--- config.mk ---
export PLATFORM = sky130hd
export DESIGN_NAME = ssp_sqrt
export DESIGN_NICKNAME = d
export VERILOG_FILES = /design/src/hw/rtl/ssp_pkg.sv /design/src/hw/rtl/ssp_sqrt.sv
export SDC_FILE = /design/constraint.sdc
export NUM_CORES = 2
export LEC_CHECK = 0
export BUFFER_PORTS_ARGS = -buffer_cell sky130_fd_sc_hd__buf_4
export CAP_MARGIN = 20
export CORE_UTILIZATION = 65
export CTS_CLUSTER_SIZE = 40
export DETAILED_ROUTE_END_ITERATION = 8
export GPL_ROUTABILITY_DRIVEN = 0
export PLACE_DENSITY_LB_ADDON = 0.25
export SYNTH_ARGS = -nofsm -noshare
export SYNTH_HDL_FRONTEND = slang
export SYNTH_SLANG_ARGS = --single-unit
--- constraint.sdc ---
create_clock -name clk_i -period 8.48 [get_ports clk_i]
set_input_delay 1.272 -clock clk_i [delete_from_list [all_inputs] [get_ports clk_i]]
set_output_delay 1.272 -clock clk_i [all_outputs]
set_load 0.005 [all_outputs]
--- src/hw/rtl/ssp_pkg.sv ---
package ssp_pkg;

  localparam int unsigned AXES      = 3;
  localparam int unsigned DIMS      = 3;   // axes at and above this read as zero
  localparam int unsigned FRAC_BITS = 16;
  localparam int unsigned COORD_W   = 32;
  localparam int unsigned RAD_W     = 31;
  localparam int unsigned SQ_W      = 64;  // exact squared norm
  localparam int unsigned RSQ_W     = 2 * RAD_W;
  localparam int unsigned ROOT_W    = 32;
  localparam int unsigned PROD_W    = RAD_W + COORD_W;
  localparam int unsigned QUO_W     = 31;  // quotient never exceeds the radius

  localparam logic [RAD_W-1:0] RESET_RADIUS = RAD_W'(64'd1 << FRAC_BITS);

  typedef logic [COORD_W-1:0] coord_t;

  typedef struct packed {
    coord_t [AXES-1:0] mag;
    logic   [AXES-1:0] neg;
    logic              in_sphere;
    logic              center;
  } side_t;

endpackage

--- src/hw/rtl/ssp_sqrt.sv ---
module ssp_sqrt #(
  parameter int unsigned TAG_W = 8
) (
  input  logic                        clk_i,
  input  logic                        rst_ni,
  input  logic                        en_i,
  input  logic                        valid_i,
  input  logic [ssp_pkg::SQ_W-1:0]    rad_i,
  input  logic [TAG_W-1:0]            tag_i,
  output logic                        valid_o,
  output logic [ssp_pkg::ROOT_W-1:0]  root_o,
  output logic [TAG_W-1:0]            tag_o
);
  import ssp_pkg::*;

  localparam int unsigned N     = ROOT_W;   // one root bit per stage
  localparam int unsigned REM_W = ROOT_W + 2;
  localparam int unsigned CUR_W = REM_W + 2;

  logic [SQ_W-1:0]   v_s    [N+1];
  logic [REM_W-1:0]  rem_s  [N+1];
  logic [ROOT_W-1:0] root_s [N+1];
  logic [TAG_W-1:0]  tag_s  [N+1];
  logic              vld_s  [N+1];

  assign v_s[0]    = rad_i;
  assign rem_s[0]  = '0;
  assign root_s[0] = '0;
  assign tag_s[0]  = tag_i;
  assign vld_s[0]  = valid_i;

  for (genvar k = 0; k < N; k++) begin : g_stage
    logic [CUR_W-1:0]  cur, trial;
    logic [REM_W-1:0]  rem_d, rem_q;
    logic [ROOT_W-1:0] root_d, root_q;
    logic [SQ_W-1:0]   v_q;
    logic [TAG_W-1:0]  tag_q;
    logic              vld_q;

    always_comb begin
      cur   = {rem_s[k], v_s[k][SQ_W-1 -: 2]};
      trial = {{(CUR_W-ROOT_W-2){1'b0}}, root_s[k], 2'b01};
      if (cur >= trial) begin
        rem_d  = REM_W'(cur - trial);
        root_d = {root_s[k][ROOT_W-2:0], 1'b1};
      end else begin
        rem_d  = REM_W'(cur);
        root_d = {root_s[k][ROOT_W-2:0], 1'b0};
      end
    end

    always_ff @(posedge clk_i or negedge rst_ni) begin
      if (!rst_ni) begin
        vld_q <= 1'b0;
      end else if (en_i) begin
        vld_q <= vld_s[k];
      end
    end

    always_ff @(posedge clk_i) begin
      if (en_i) begin
        rem_q  <= rem_d;
        root_q <= root_d;
        v_q    <= {v_s[k][SQ_W-3:0], 2'b00};
        tag_q  <= tag_s[k];
      end
    end

    assign v_s[k+1]    = v_q;
    assign rem_s[k+1]  = rem_q;
    assign root_s[k+1] = root_q;
    assign tag_s[k+1]  = tag_q;
    assign vld_s[k+1]  = vld_q;
  end

  assign valid_o = vld_s[N];
  assign root_o  = root_s[N];
  assign tag_o   = tag_s[N];

endmodule

==> metrics.md <==
| Metric | Value |
|---|---|
| WP data arrival | `5.10 ns` |
| CP Max Fanout | `26` |
| Initial DRT Pass Iterations | `6` |
| Vias/cell | `6.05` |
| Synth Cell Area | `125000 sq um` |
| Status | `complete, no violations` |
| Sw power | `10.5 mW` |
| Flop pwr share | `48.3%` |
| Port bufs | `116` |
| CP peak stage delay | `0.57 ns` |
| Lkg Pwr | `52.9 nW` |
| Starting Density | `65.7%` |
| DRT Wirelength | `250000 um` |
| Async SR Flop Fraction | `1.14%` |
| Die height | `441 um` |
| First-pass GRT wire length | `391000 um` |
| Sequential element share of the synthesized area | `66.8%` |
| Synth Register Bits | `2797` |
| Gr ovfl total | `0` |
| Fin Setup TNS | `0 ns` |
| Worst hold path type | `in2async` |
| Fraction of the cycle the final worst path needs | `52.6%` |
| EDFF count, synth | `2765` |
| Power share of the combinational group | `19.2%` |
| CP Launch Type | `flip-flop` |
| CTS Buffer Depth | `4` |
| Htree depth | `5` |
| RSZ-0062 raised after global routing | `no` |
| Clock power frac | `32.5%` |
| Die area | `195000 sq um` |
| Final Net Count | `10291` |
| Setup Fix Bufs, Post-CTS | `0` |
| CP max stage cell | `or4b_1` |
| Setup slack on the worst flop-to-flop path | `4.02 ns` |
| Die W | `441 um` |
| WL/cell | `20.2 um` |
| Final hold violations | `0` |
| WHS | `0.280 ns` |
| Hpwl dp | `168000 um` |
| Yosys cell types | `92` |
| Critical Path RT | `9.12 ns` |
| Synthesized net count | `10007` |
| Proportion of layout cells with a drive suffix above 1 | `7.60%` |
| Area grow syn2layout | `10.5%` |
| Clock Sink Count | `2797` |
| Worst clock skew | `0.0570 ns` |
| Final setup margin | `4.02 ns` |
| Vias | `74785` |
| Finish-stage setup viols | `0` |
| CP Capture Type | `flip-flop` |
| Internal power contribution | `27.7 mW` |
| CP Cell Sequence | `ha_1, or4_4, or4b_1, or4_4, or3_1, a211o_1, a31oi_4, a211o_2, or2_1, nor3_1, xor2_1` |
| CTS tree | `done` |
| Number of global-route vias before repair | `73452` |
| Worst slew pin tran | `1.21 ns` |
| Most common cell on crit path | `or4_4` |
| Pre-CTS WS | `4.08 ns` |
| Worst reg2reg startpoint | `g_stage[10].rem_q[10]` |
| Max-slew headroom | `19.4%` |
| Net Sw Frac | `27.5%` |
| Reg-to-reg endpoint | `g_stage[11].rem_q[28]` |
| Post-CTS Hold Fix Bufs | `0` |
| MaxCap Viol Count | `0` |
| Row count | `160` |
| Worst vdd ir | `0.249 mV` |
| F_max | `0.224 GHz` |
| Tot GR Track Use | `25.5%` |
| Crit path kind | `reg2reg` |
| Number of diodes | `0` |
| Clk Latency, worst-skew pair | `0.92 ns` |
| Detail Route Antenna Nets | `0` |
| Initial DRC Count | `7105` |
| Core area | `191000 sq um` |
| Syn_area_per_cell | `13.4 sq um` |
| Largest net degree at the start of global routing | `216` |
| Synth Flop Type | `edfxtp_1` |
| Cts repair resizes | `0` |
| DRC violation count after routing | `0` |
| Initial antenna violation count | `2` |
| Tot Pwr | `38.3 mW` |
| Pwr Density | `276 nW/um^2` |
| Io pins | `117` |
| Total CTS buffers | `299` |
| Clk slew on worst S/H paths | `0.06 ns` |
| Syn Inst Count | `9366` |
| Synth warn | `0` |
| Post-layout min period | `4.46 ns` |
| FF-to-FF path depth | `11` |
| Root buf cell | `clkbuf_16` |
| Max-slew violations | `0` |
-- through the flow --
| stage | util (%) | instance area (sq um) | instances |
|---|---|---|---|
| after floorplan | - | 125000 | 9366 |
| after global placement | 67.7 | 129000 | 11856 |
| after detailed placement | 67.7 | 129000 | 11856 |
| after CTS | 72.5 | 139000 | 12364 |
| after global routing | 72.6 | 139000 | 12368 |
| final | 72.6 | 139000 | 12368 |
-- cells in the mapped netlist (all sizes together), types with 32 or more instances --
cell | instances | area share [%]
a211oi | 47 | 0.28
a21o | 220 | 1.3
a21oi | 625 | 2.5
a31oi | 42 | 0.22
and2 | 36 | 0.18
and3 | 44 | 0.22
clkbuf | 164 | 0.49
dfrtp | 32 | 0.64
edfxtp | 2765 | 66
ha | 565 | 5.6
inv | 717 | 2.1
mux2 | 102 | 0.92
nand2 | 581 | 1.7
nand2b | 120 | 0.60
nand3 | 152 | 0.61
nand4 | 97 | 0.48
nor2 | 609 | 1.8
nor2b | 72 | 0.36
nor3 | 236 | 0.95
nor4 | 100 | 0.50
o21a | 90 | 0.54
o21ai | 463 | 1.8
o21bai | 47 | 0.28
o31ai | 57 | 0.34
or2 | 40 | 0.20
or3 | 113 | 0.56
or4 | 65 | 0.40
xnor2 | 415 | 2.9
xor2 | 419 | 2.9
-- worst max-delay path, delay by kind of cell (launching register included) --
kind	cells	cell delay [ns]
compound gates	3	1.08
xor+xnor	1	0.16
fa+ha+maj	1	0.26
flops	1	0.40
simple gates	6	2.29
-- layer usage --
layer  track usage, %  vias to the layer above  share of wire, %
li1                 -                    35199                 -
met4             10.4                        4               4.1
met1             32.6                    36076                40
met5                0                        -             0.010
met2             43.8                     2787                50
met3             3.70                      719               5.9
-- state kept, by name, summed over array words and instances (netlist names) --
signal and cells:
valid_o 1, root_o 32, g_stage.v_q 992, g_stage.vld_q 31, g_stage.tag_q 248, g_stage.root_q 496
g_stage.rem_q 989, tag_o 8
-- logic make-up after synthesis --
kind of cell,synth area share [%]
xor+xnor,5.82
buf+inv,2.72
simple gates,9.21
fa+ha+maj,5.64
compound gates,8.77
mux,0.996
flops,66.8
other cells,0.00299
-- worst max-delay path by stage --
stage / slack [ns] / cells past startpoint / endpoint / startpoint
final: 4.02 / 11 / g_stage[11].rem_q[28] / g_stage[10].rem_q[10]
after global routing: 3.84 / 11 / g_stage[11].rem_q[28] / g_stage[10].rem_q[10]
after CTS: 4.03 / 11 / g_stage[11].rem_q[28] / g_stage[10].rem_q[10]
after detailed placement: 4.08 / 11 / g_stage[11].rem_q[28] / g_stage[10].rem_q[10]
after global placement: 4.13 / 11 / g_stage[11].rem_q[26] / g_stage[10].rem_q[10]
after floorplan: 4.66 / 12 / g_stage[11].rem_q[26] / g_stage[10].rem_q[10]
-- cell usage in the layout (no fill, tap or decap), types with 151 or more instances in the layout --
master,count
a21o_1,220
a21oi_1,623
clkbuf_16,304
edfxtp_1,2765
ha_1,565
inv_1,716
nand2_1,581
nand3_1,151
nor2_1,609
nor3_1,235
o21ai_0,461
xnor2_1,415
xor2_1,419
-- power by group through the flow --
stage | Clock, mW | Sequential, mW | Combinational (mW)
floorplan | 0 | 18.3 | 5.35
global placement | 0 | 18.7 | 6.85
detailed placement | 0 | 18.7 | 7.12
CTS | 12.7 | 18.5 | 7.22
global route | 13.2 | 18.6 | 8.07
finish | 12.4 | 18.5 | 7.35
-- final cells by class --
cell class | count | area, sq um
Clock buffer | 357 | 7830
Clock inverter | 151 | 1390
Fill cell | 12019 | 52400
Inverter | 720 | 2700
Multi-Input combinational cell | 5665 | 38200
Sequential cell | 2797 | 83800
Tap cell | 2511 | 3140
Timing Repair Buffer | 167 | 1460
No activity file was read; power rests on OpenSTA's default activity.
