File: src/hw/rtl/ssp_pkg.sv
package ssp_pkg;

  localparam int unsigned AXES      = 3;
  localparam int unsigned DIMS      = 3;   // axes at and above this read as zero
  localparam int unsigned FRAC_BITS = 16;
  localparam int unsigned COORD_W   = 32;
  localparam int unsigned RAD_W     = 31;
  localparam int unsigned SQ_W      = 64;  // exact squared norm
  localparam int unsigned RSQ_W     = 2 * RAD_W;
  localparam int unsigned ROOT_W    = 32;
  localparam int unsigned PROD_W    = RAD_W + COORD_W;
  localparam int unsigned QUO_W     = 31;  // quotient never exceeds the radius

  localparam logic [RAD_W-1:0] RESET_RADIUS = RAD_W'(64'd1 << FRAC_BITS);

  typedef logic [COORD_W-1:0] coord_t;

  typedef struct packed {
    coord_t [AXES-1:0] mag;
    logic   [AXES-1:0] neg;
    logic              in_sphere;
    logic              center;
  } side_t;

endpackage

File: src/hw/rtl/ssp_div.sv
module ssp_div #(
  parameter int unsigned TAG_W = 1
) (
  input  logic                        clk_i,
  input  logic                        rst_ni,
  input  logic                        en_i,
  input  logic                        valid_i,
  input  logic [ssp_pkg::PROD_W-1:0]  dividend_i,
  input  logic [ssp_pkg::ROOT_W-1:0]  divisor_i,
  input  logic [TAG_W-1:0]            tag_i,
  output logic                        valid_o,
  output logic [ssp_pkg::QUO_W-1:0]   quo_o,
  output logic [TAG_W-1:0]            tag_o
);
  import ssp_pkg::*;

  localparam int unsigned N = QUO_W;  // one quotient bit per stage

  // remainder starts as the dividend's top bits, which stay below the divisor away from the origin
  logic [ROOT_W-1:0] rem_s [N+1];
  logic [QUO_W-1:0]  low_s [N+1];
  logic [QUO_W-1:0]  quo_s [N+1];
  logic [ROOT_W-1:0] den_s [N+1];
  logic [TAG_W-1:0]  tag_s [N+1];
  logic              vld_s [N+1];

  assign rem_s[0] = dividend_i[PROD_W-1:QUO_W];
  assign low_s[0] = dividend_i[QUO_W-1:0];
  assign quo_s[0] = '0;
  assign den_s[0] = divisor_i;
  assign tag_s[0] = tag_i;
  assign vld_s[0] = valid_i;

  for (genvar k = 0; k < N; k++) begin : g_stage
    logic [ROOT_W:0]   cur;
    logic [ROOT_W-1:0] rem_d, rem_q, den_q;
    logic [QUO_W-1:0]  quo_d, quo_q, low_q;
    logic [TAG_W-1:0]  tag_q;
    logic              vld_q;

    always_comb begin
      cur = {rem_s[k], low_s[k][QUO_W-1]};
      if (cur >= {1'b0, den_s[k]}) begin
        rem_d = ROOT_W'(cur - {1'b0, den_s[k]});
        quo_d = {quo_s[k][QUO_W-2:0], 1'b1};
      end else begin
        rem_d = cur[ROOT_W-1:0];
        quo_d = {quo_s[k][QUO_W-2:0], 1'b0};
      end
    end

    always_ff @(posedge clk_i or negedge rst_ni) begin
      if (!rst_ni) begin
        vld_q <= 1'b0;
      end else if (en_i) begin
        vld_q <= vld_s[k];
      end
    end

    always_ff @(posedge clk_i) begin
      if (en_i) begin
        rem_q <= rem_d;
        quo_q <= quo_d;
        low_q <= {low_s[k][QUO_W-2:0], 1'b0};
        den_q <= den_s[k];
        tag_q <= tag_s[k];
      end
    end

    assign rem_s[k+1] = rem_q;
    assign low_s[k+1] = low_q;
    assign quo_s[k+1] = quo_q;
    assign den_s[k+1] = den_q;
    assign tag_s[k+1] = tag_q;
    assign vld_s[k+1] = vld_q;
  end

  assign valid_o = vld_s[N];
  assign quo_o   = quo_s[N];
  assign tag_o   = tag_s[N];

endmodule

File: config.mk
export PLATFORM = sky130hd
export DESIGN_NAME = ssp_div
export DESIGN_NICKNAME = d
export VERILOG_FILES = /design/src/hw/rtl/ssp_pkg.sv /design/src/hw/rtl/ssp_div.sv
export SDC_FILE = /design/constraint.sdc
export NUM_CORES = 2
export LEC_CHECK = 0
export BUFFER_PORTS_ARGS = -buffer_cell sky130_fd_sc_hd__clkbuf_2
export CORE_ASPECT_RATIO = 0.7
export CORE_MARGIN = 5
export CORE_UTILIZATION = 46
export CTS_CLUSTER_DIAMETER = 60
export DETAILED_ROUTE_END_ITERATION = 16
export SLEW_MARGIN = 20
export SYNTH_ARGS = -nofsm -noshare
export SYNTH_HDL_FRONTEND = slang
export SYNTH_SLANG_ARGS = --single-unit
File: constraint.sdc
create_clock -name clk_i -period 6.5 [get_ports clk_i]
set_input_delay 0.325 -clock clk_i [delete_from_list [all_inputs] [get_ports clk_i]]
set_output_delay 0.325 -clock clk_i [all_outputs]
set_load 0.02 [all_outputs]
==> impl_metrics.ini <==
[outcome]
status = completed

[power_and_ir_drop]
switching_share_pct = 37.3
internal_power_w = 0.0526
p_seq_share_pct = 36.1
power_density_nw_per_um2 = 500
p_comb_share_pct = 43.1
power_switching_w = 0.0313
p_leak_nw = 67.5
pwr-share-clk_pct = 20.8
ir_drop_mv = 0.219

[clock_tree]
cts_sinks = 2943
cts_buffer_depth = 4
cts_root_buffer = clkbuf_16
clk_pin_slew_ns = 0.06
tritoncts = yes
cts_buffers = 311
hold_buffers = 100
cts.repair.resized = 0
post_cts_buffers = 0
clk_latency_ns = 0.89
h-tree-depth = 5

[die]
die_height_um = 489
fp.coreArea_um2 = 328000
ios = 133
start_util_pct = 46.0
design.die.area_um2 = 340000
die_w_um = 695
rows = 176

[flow_run]
maxCapViolations = 0

[logic_synthesis]
ys_seq_area_share_pct = 58.5
synth_edf_count = 2912
synthMuxAreaShare_pct = 2.79
syn_area_per_cell_um2 = 12.0
synthAdderAreaFrac_pct = 8.62
synthSimpleGateAreaFrac_pct = 8.19
yosys_warnings = 0
synthCells = 12569
synth-async-reset-ratio_pct = 1.05
synth-main-ff-cell = edfxtp_1
synth_top_family_by_area = compound AO/OA/AOI/OAI gates
synthDistinctLibCells = 97
synth_nets = 13691
netlist_area_um2 = 151000
synth_seq_cells = 2943
synth_compound_area_share_pct = 13.2
synth_xor_area_share_pct = 4.76

[global_route]
grt_max_degree = 169
grt_pass1_wl_um = 547000
overflow = 0
first_global_vias = 94160
antenna_found_initial = 9
grtUsageTotal_pct = 20.3

[place]
dp_hpwl_um = 260000
place.port_buffers = 132
placed_area_um2 = 157000
gp_congestion = 0.926

[finish]
mostFrequentLayoutCell = edfxtp_1
regArea_um2 = 88200
fill_cells = 28290
layout_common_cells = edfxtp_1 (2912), inv_1 (1256), a21oi_1 (1000)
drive_gt1_share_pct = 8.16
final_area_um2 = 168000
final_net_count = 14018
multi_input_area_um2 = 56800
syn2layout_area_growth_pct = 11.1

[sta]
tns_ns = 0
rsz0062_at_grt = no
slew_headroom_pct = 23.5
setup_viol = 0
fmaxAchievable_mhz = 207
clock_skew_ns = 0.0419
finalHoldViolations = 0
finalMaxSlewViolations = 0
tightestPinTransition_ns = 1.14
fin_crit_sh_pct = 74.4
min_period_ns = 4.83

[route]
viasPerCell = 5.56
first_iter_violations = 9153
vias = 97222
routed_wl_um = 353000
wire_per_inst_um = 20.2
postRouteAntennaNets = 0
dr.pass1.iters = 9
drcViolationCount = 0

[critical_path]
cp_slowest_cell = o21a_1
crit_path_start_kind = flop
worstPathCellList = ha_1 -> nor2b_1 -> o31a_1 -> o31ai_1 -> a31oi_1 -> o311ai_1 -> a21oi_1 -> a211oi_1 -> o21a_1 -> o21a_1 -> buf_4 -> o21ai_0
worstSetupPathType = reg2reg
cp_data_arrival_time_ns = 5.42
cpPeakStageDelay_ns = 0.73
critPathCaptureType = flop
path_max_fanout = 27
path_common_cell = o21a_1
cp.required_ns = 7.09

[hold_path]
hold_class = in2reg
worst paths after layout:
path / start / end / slack (ns) / cells past startpoint
setup / recovery: g_stage[6].rem_q[0] / g_stage[7].rem_q[2] / 1.67 / 12
hold / removal: dividend_i[15] / g_stage[0].low_q[16] / 0.15 / 2
setup reg to reg: g_stage[6].rem_q[0] / g_stage[7].rem_q[2] / 1.67 / 12
hold reg to reg: g_stage[11].low_q[15] / g_stage[12].low_q[16] / 0.39 / 0
max in group asynchronous: rst_ni / g_stage[16].vld_q / 5.87 / 4
min in group asynchronous: rst_ni / g_stage[2].vld_q / 0.45 / 4
state kept, by name, summed over array words and instances (netlist names):
register,cells
g_stage.vld_q,30
g_stage.rem_q,960
g_stage.quo_q,465
tag_o,1
g_stage.tag_q,30
g_stage.den_q,960
quo_o,31
valid_o,1
g_stage.low_q,465
layout make-up:
class,count,share of cell area [%]
clock buffers,390,4.91
inverters,1259,2.82
flip-flops and latches,2943,52.6
clock inverters,159,0.948
diodes,5,0.00746
well taps,4361,3.25
multi-input cells,8055,33.9
repair buffers,326,1.55
per-stage QoR:
step                      hold WS [ns]  power (W)  worst slack (ns)  util, %  cells
final                            0.151     0.0839              1.67     51.2  17498
after global routing            0.0892     0.0896              1.30     51.2  17495
after CTS                       0.0520     0.0842              1.77     51.2  17491
after detailed placement         0.405     0.0661              1.77     47.8  16842
after global placement           0.400     0.0655              1.86     47.8  16842
after floorplan                 0.0294     0.0562              2.89        -  12569
kinds of logic after synthesis:
kind of cell,count (synthesis)
AOI/OAI and AO/OA,3210
xor gates and xnor gates,820
adders and majority gates,1022
buffers and inverters,1571
DFF,2943
muxes,378
and+or+nand+nor,2625
power groups by stage:
| stage | sequential, W | clock, W | combinational, W |
|---|---|---|---|
| CTS | 0.0304 | 0.0181 | 0.0357 |
| floorplan | 0.0291 | 0 | 0.0272 |
| detailed placement | 0.0307 | 0 | 0.0354 |
| global route | 0.0307 | 0.0189 | 0.0401 |
| global placement | 0.0307 | 0 | 0.0348 |
| finish | 0.0303 | 0.0174 | 0.0362 |
Yosys cell counts, types with 23 or more instances:
| master | n | share of area (%) |
|---|---|---|
| xor2_1 | 332 | 1.9 |
| a21oi_1 | 1001 | 3.3 |
| o21bai_1 | 116 | 0.58 |
| a31oi_1 | 114 | 0.47 |
| nor2_1 | 667 | 1.7 |
| dfrtp_1 | 31 | 0.51 |
| nand3_1 | 186 | 0.62 |
| ha_1 | 992 | 8.2 |
| edfxtp_1 | 2912 | 58 |
| mux2i_1 | 34 | 0.23 |
| or2_2 | 36 | 0.15 |
| o31ai_1 | 63 | 0.31 |
| o21ai_0 | 814 | 2.7 |
| fa_1 | 30 | 0.40 |
| nor2b_1 | 152 | 0.63 |
| a211o_1 | 32 | 0.19 |
| clkbuf_1 | 256 | 0.64 |
| mux2_2 | 316 | 2.4 |
| and3_1 | 103 | 0.43 |
| and2_1 | 42 | 0.17 |
| o21a_1 | 107 | 0.53 |
| a211oi_1 | 71 | 0.35 |
| nand2_1 | 869 | 2.2 |
| nor4_1 | 39 | 0.16 |
| o211ai_1 | 38 | 0.19 |
| a21o_1 | 537 | 2.7 |
| a221oi_1 | 24 | 0.14 |
| inv_1 | 1256 | 3.1 |
| or3_1 | 38 | 0.16 |
| mux2_1 | 28 | 0.21 |
| o31a_1 | 23 | 0.13 |
| nand2b_1 | 124 | 0.51 |
| a21boi_0 | 34 | 0.17 |
| xnor2_1 | 488 | 2.8 |
| nand4_1 | 170 | 0.70 |
| buf_2 | 33 | 0.11 |
| nor3_1 | 118 | 0.39 |
worst max-delay path: cells and delay by family (launching register included):
family | cells | cell delay (ns)
buf+inv | 1 | 0.39
compound gates | 9 | 3.22
flops | 1 | 0.42
fa+ha+maj | 1 | 0.33
simple gates | 1 | 0.15
per-layer routing:
layer | share of wire (%) | track usage (%) | vias to the layer above
li1 | - | - | 46817
met1 | 49 | 30.8 | 47254
met2 | 43 | 30.8 | 2642
met3 | 5.9 | 3.00 | 509
met4 | 2.2 | 4.50 | 0
met5 | 0 | 0 | -
No activity file was read; power rests on OpenSTA's default activity.
